--- src/rtl/trz_fifo.sv ---
// Small queue of work entries between the front end and the back end.
module trz_fifo #(
   parameter int DATA_W = 64,
   parameter int DEPTH  = 4
) (
   input  logic              clock,
   input  logic              reset,
   input  logic              push,
   input  logic [DATA_W-1:0] push_data,
   output logic              full,
   input  logic              pop,
   output logic [DATA_W-1:0] pop_data,
   output logic              empty
);
   localparam int PTR_W = $clog2(DEPTH);

   logic [DATA_W-1:0] slot_ff [DEPTH];
   logic [PTR_W-1:0]  wptr_ff, wptr_in;
   logic [PTR_W-1:0]  rptr_ff, rptr_in;
   logic [PTR_W:0]    cnt_ff, cnt_in;
   logic              do_push, do_pop;

   // Occupancy flags and the entry at the head.
   assign full     = (cnt_ff == (PTR_W+1)'(DEPTH));
   assign empty    = (cnt_ff == '0);
   assign pop_data = slot_ff[rptr_ff];
   assign do_push  = push && !full;
   assign do_pop   = pop && !empty;

   // Pointer and count updates.
   always_comb begin
      wptr_in = do_push ? wptr_ff + 1'b1 : wptr_ff;
      rptr_in = do_pop ? rptr_ff + 1'b1 : rptr_ff;
      cnt_in  = cnt_ff;
      if (do_push && !do_pop) begin
         cnt_in = cnt_ff + 1'b1;
      end else if (do_pop && !do_push) begin
         cnt_in = cnt_ff - 1'b1;
      end
   end

   always_ff @(posedge clock) begin
      if (reset) begin
         wptr_ff <= '0;
         rptr_ff <= '0;
         cnt_ff  <= '0;
      end else begin
         wptr_ff <= wptr_in;
         rptr_ff <= rptr_in;
         cnt_ff  <= cnt_in;
      end
   end

   // Entry storage.
   always_ff @(posedge clock) begin
      if (do_push) begin
         slot_ff[wptr_ff] <= push_data;
      end
   end

endmodule

--- config.mk ---
export PLATFORM = sky130hd
export DESIGN_NAME = trz_fifo
export DESIGN_NICKNAME = d
export VERILOG_FILES = /design/src/rtl/trz_fifo.sv
export SDC_FILE = /design/constraint.sdc
export NUM_CORES = 1
export LEC_CHECK = 0
export ABC_AREA = 1
export BUFFER_PORTS_ARGS = -buffer_cell sky130_fd_sc_hd__buf_2
export CAP_MARGIN = 40
export CORE_ASPECT_RATIO = 0.5
export CORE_UTILIZATION = 59
export CTS_BUF_LIST = sky130_fd_sc_hd__clkbuf_2 sky130_fd_sc_hd__clkbuf_4 sky130_fd_sc_hd__clkbuf_8
export CTS_CLUSTER_DIAMETER = 50
export DETAILED_ROUTE_END_ITERATION = 16
export PLACE_DENSITY_LB_ADDON = 0.25
export SLEW_MARGIN = 15
export SYNTH_ARGS = -nofsm -noshare
export SYNTH_HDL_FRONTEND = slang
export SYNTH_SLANG_ARGS = --single-unit
--- constraint.sdc ---
create_clock -name clock -period 4.65 [get_ports clock]
set_input_delay 0.465 -clock clock [delete_from_list [all_inputs] [get_ports clock]]
set_output_delay 0.465 -clock clock [all_outputs]
set_load 0.005 [all_outputs]
[After elaboration in Yosys (flattened, before gate mapping)]
Memory sizes are Yosys's and may differ from the RTL's. A register that Yosys moved wholly into a read port is not among the register bits.
Cells that the tools add are included.
Storage, ports and cells
  memories: 1
  bits of input ports: 68
  memory bits (writable): 256
  output and inout bits: 66
  register bits: 7
  logic and storage cells: 25
Memory list
  slot_ff: depth 4, bits a word 64, read ports 1, clocked after Yosys merged registers in 1, write ports 1, line 17  | logic [DATA_W-1:0] slot_ff [DEPTH];
Cells by class
  equal/unequal tests: 1
  add/subtract/negate cells: 4
  multiplexer cells: 6
  reduce and logical (&&, ||, !) cells: 10
Operator list (count)
  two-way mux 3 bit: 2
  adder 2 x 1 -> 2 bit, second input constant: 2
  logical AND 1 bit: 4
  logical NOT 1 bit: 4
  two-way mux 2 bit: 2
  adder 3 x 1 -> 3 bit, second input constant: 1
  equality test 3 bit, second input constant: 1
  logical NOT 3 bit: 1
  subtractor 3 x 1 -> 3 bit, second input constant: 1
  two-way mux 1 bit: 2
  nonzero test 2 bit: 1

[Longest topological paths before layout]
  word-level depth: 7
  gate-level depth with buffers: 13
  depth with buffers taken out: 13

[Worst setup path before layout]
OpenSTA, ideal clock, no wires.
  kind: register to register
  from: reg cnt_ff[0]
  to: mem slot_ff[0][0], enable pin
  cell stages (with the launch flop): 5
  slack: 0.828 ns
  clock period less this slack: 3.822 ns
  data required time: 4.164 ns
  data arrival time: 3.336 ns
  path buffers: 0
  cells stage by stage: dfxtp_1 > nor2_1 > nand2_1 > nand2_1 > nor2_1
On the way
  word-level cells in the longest chain between the ends: 5
RTL lines
  from (decl): line 20  | logic [PTR_W:0] cnt_ff, cnt_in;
  from (signal assigned): line 50  | cnt_ff <= cnt_in;
  equality test 3 bit: line 24  | assign full = (cnt_ff == (PTR_W+1)'(DEPTH));
  logical NOT 1 bit: line 27  | assign do_push = push && !full;
  logical AND 1 bit: line 27
  two-way mux 1 bit: line 56  | if (do_push) begin
  two-way mux 1 bit (implied by the code): line 57  | slot_ff[wptr_ff] <= push_data;
  to (decl): line 17
No other way between the ends.

==> reports/qor.csv <==
stage,metric,value,unit
floorplan,fp.coreArea,16500,um2
critical_path,r2r_cells,6,
synth,synth_top_area_share,77.0,%
synth,ys_seq_elements,265,
cells_and_area,drive_gt1_share,24.4,%
sta,hold_viol_final,0,
critical_path,critPathMaxFanout,88,
clock_network,cts_tree,done,
sta,tightest_slew,0.848,ns
critical_path,cp_cell_sequence,buf_4 > o21ai_0 > o22ai_1 > buf_2,
route,drc,0,
placed_design,place_hpwl,11400,um
clock_network,ctsResizeCount,0,
critical_path,critPathCaptureType,output pin,
grt,grt_remaining_overflow,0,
pwr,design_power_total,6.08,mW
critical_path,critPathBufInv,2,
synth,synth_warnings,0,
clock_network,clock_path_buffers,3,
floorplan,die_x,186,um
floorplan,die_y,94.0,um
sta,setup_viol_count_final,0,
pwr,vdd_ir_drop_max,0.364,mV
critical_path,slowest_delay,0.72,ns
grt,grt_pass1_wl,30200,um
synth,synth_largest_area_cell,edfxtp_1,
floorplan,die-area,17500,um2
pwr,p_leak,4.10,nW
sta,fin_setup_tns,0,ns
cells_and_area,multiInputGateArea,1800,um2
sta,slew_viol_final,0,
route,via_per_inst,5.60,
critical_path,critPathKind,flip-flop to output pin,
min_path,hold_class,input pin to flip-flop,
sta,whs,0.156,ns
cells_and_area,utilization,70.1,%
sta,rsz0062_at_grt,false,
sta,maxSlewHeadroom,43.5,%
critical_path,crit_path_start_kind,flip-flop,
critical_path,cp_slowest_cell,buf_4,
grt,antenna_found_initial,2,
route,drtIter0Drc,435,
clock_network,cts_buffers,37,
route,wirelength,19800,um
route,wire_per_inst,18.3,um
cells_and_area,final_common_cell,edfxtp_1,
grt,grt_pass1_vias,5862,
placed_design,numPortBuffers,133,
clock_network,cts_max_level,2,
route,firstDrtPassIters,4,
synth,synthCells,689,
cells_and_area,layout_common_cells,"256 x edfxtp_1, 138 x nor2_1, 133 x buf_2",
cells_and_area,fillCellCount,1136,
sta,max_freq,0.325,GHz
pwr,powerDensity,527,nW/um2
grt,grt_use_total,23.1,%
run_status,status,"finished, final reports clean",
grt,grt_max_degree,89,
critical_path,worst_ep_arrival_time,2.62,ns
critical_path,cp.depth,4,
synth,synth_cell_types,21,
synth,syn_avg_cell_area,14.5,um2
cells_and_area,regArea,7870,um2
critical_path,cp_top_family,buffers and inverters,
clock_network,hold_buffers,0,
flow_run,max_cap_viol_count,0,
min_path,hold_depth,1,
floorplan,initial_utilization,60.6,%
route,antenna_left,0,
synth,ys_top_cells_by_area,"edfxtp_1 77%, nor2_1 5.3%, o22ai_1 4.0%",
floorplan,row_count,33,
critical_path,required,4.18,ns
sta,period_minus_slack,3.08,ns
sta,skew,0.0151,ns
synth,synth_nets,763,
floorplan,ios,134,
synth,synth_area,9990,um2
placed_design,place.gp.congestion,0.780,
cells_and_area,final_net_count,908,
synth,yosysSeqAreaShare,78.8,%
clock_network,clkSinkCount,265,
clock_network,cts-root-buf,clkbuf_8,
route,via_count,6061,
cells_and_area,areaGrowthSynthToFinish,15.6,%
clock_network,clk_transition_reported_paths,0.07,ns
sta,fin_crit_sh,66.2,%
clock_network,clock_latency,0.52,ns
clock_network,post_cts_buffers,0,
-- flip-flops by register name, summed over array words and instances, names as in the netlist, named ones only --
signal,cells
slot_ff,256
cnt_ff,3
wptr_ff,2
rptr_ff,2
-- layer usage --
metal / vias up / track usage, % / share of wire (%)
li1: 2864 / - / -
met1: 2976 / 30.4 / 44
met2: 178 / 38.8 / 49
met3: 41 / 4.77 / 5.6
met4: 2 / 7.51 / 1.9
met5: - / 0 / 0.086
-- stage by stage --
step	setup slack [ns]	std cells	area (um2)
3_3_place_gp	1.95	1017	10800
3_5_place_dp	2.12	1022	10900
4_1_cts	1.57	1082	11500
5_1_grt	1.40	1083	11500
6_report	1.57	1083	11500
2_1_floorplan	0.828	689	9990
-- area by class of cell --
type | instances | area share, %
well taps | 227 | 2.46
flip-flops and latches | 265 | 68.2
clock inverters | 10 | 0.628
inverters | 18 | 0.607
clock buffers | 50 | 5.25
repair buffers | 147 | 7.28
diodes | 1 | 0.0217
multi-input cells | 365 | 15.6
-- worst paths after layout --
check | start | endpoint | slack [ns]
worst max-delay path | flip-flop | pop_data[24] | 1.57
worst min-delay path | push_data[44] | slot_ff[3][44]$_DFFE_PP_ | 0.16
worst max register to register | cnt_ff[0]$_SDFFE_PP0P_ | slot_ff[2][29]$_DFFE_PP_ | 2.27
worst min register to register | rptr_ff[1]$_SDFFE_PP0P_ | flip-flop | 0.51
-- cells in the mapped netlist --
cell	number
a21oi_1	3
buf_2	7
buf_4	3
buf_6	14
clkbuf_1	14
clkbuf_2	3
clkinv_1	1
dfxtp_1	9
edfxtp_1	256
fa_1	1
ha_1	5
inv_1	16
inv_4	1
nand2_1	15
nand3_1	4
nand3b_1	1
nor2_1	142
o21ai_0	73
o21ai_1	56
o22ai_1	64
xor2_1	1
-- logic make-up after synthesis --
kind of cell / after synthesis / share of synthesized area (%)
simple gates: 162 / 6.17
fa+ha+maj: 6 / 0.827
buf+inv: 59 / 3.53
compound gates: 196 / 10.6
flops: 265 / 78.8
xor+xnor: 1 / 0.0877
-- report_power, final --
part	internal [mW]	switching, mW	total [mW]	leakage, nW
Clock	0.897	0.808	1.70	0.354
Sequential	2.90	0.0968	3.00	2.42
Combinational	0.500	0.877	1.38	1.33
Power figures use the tool's default switching activity.
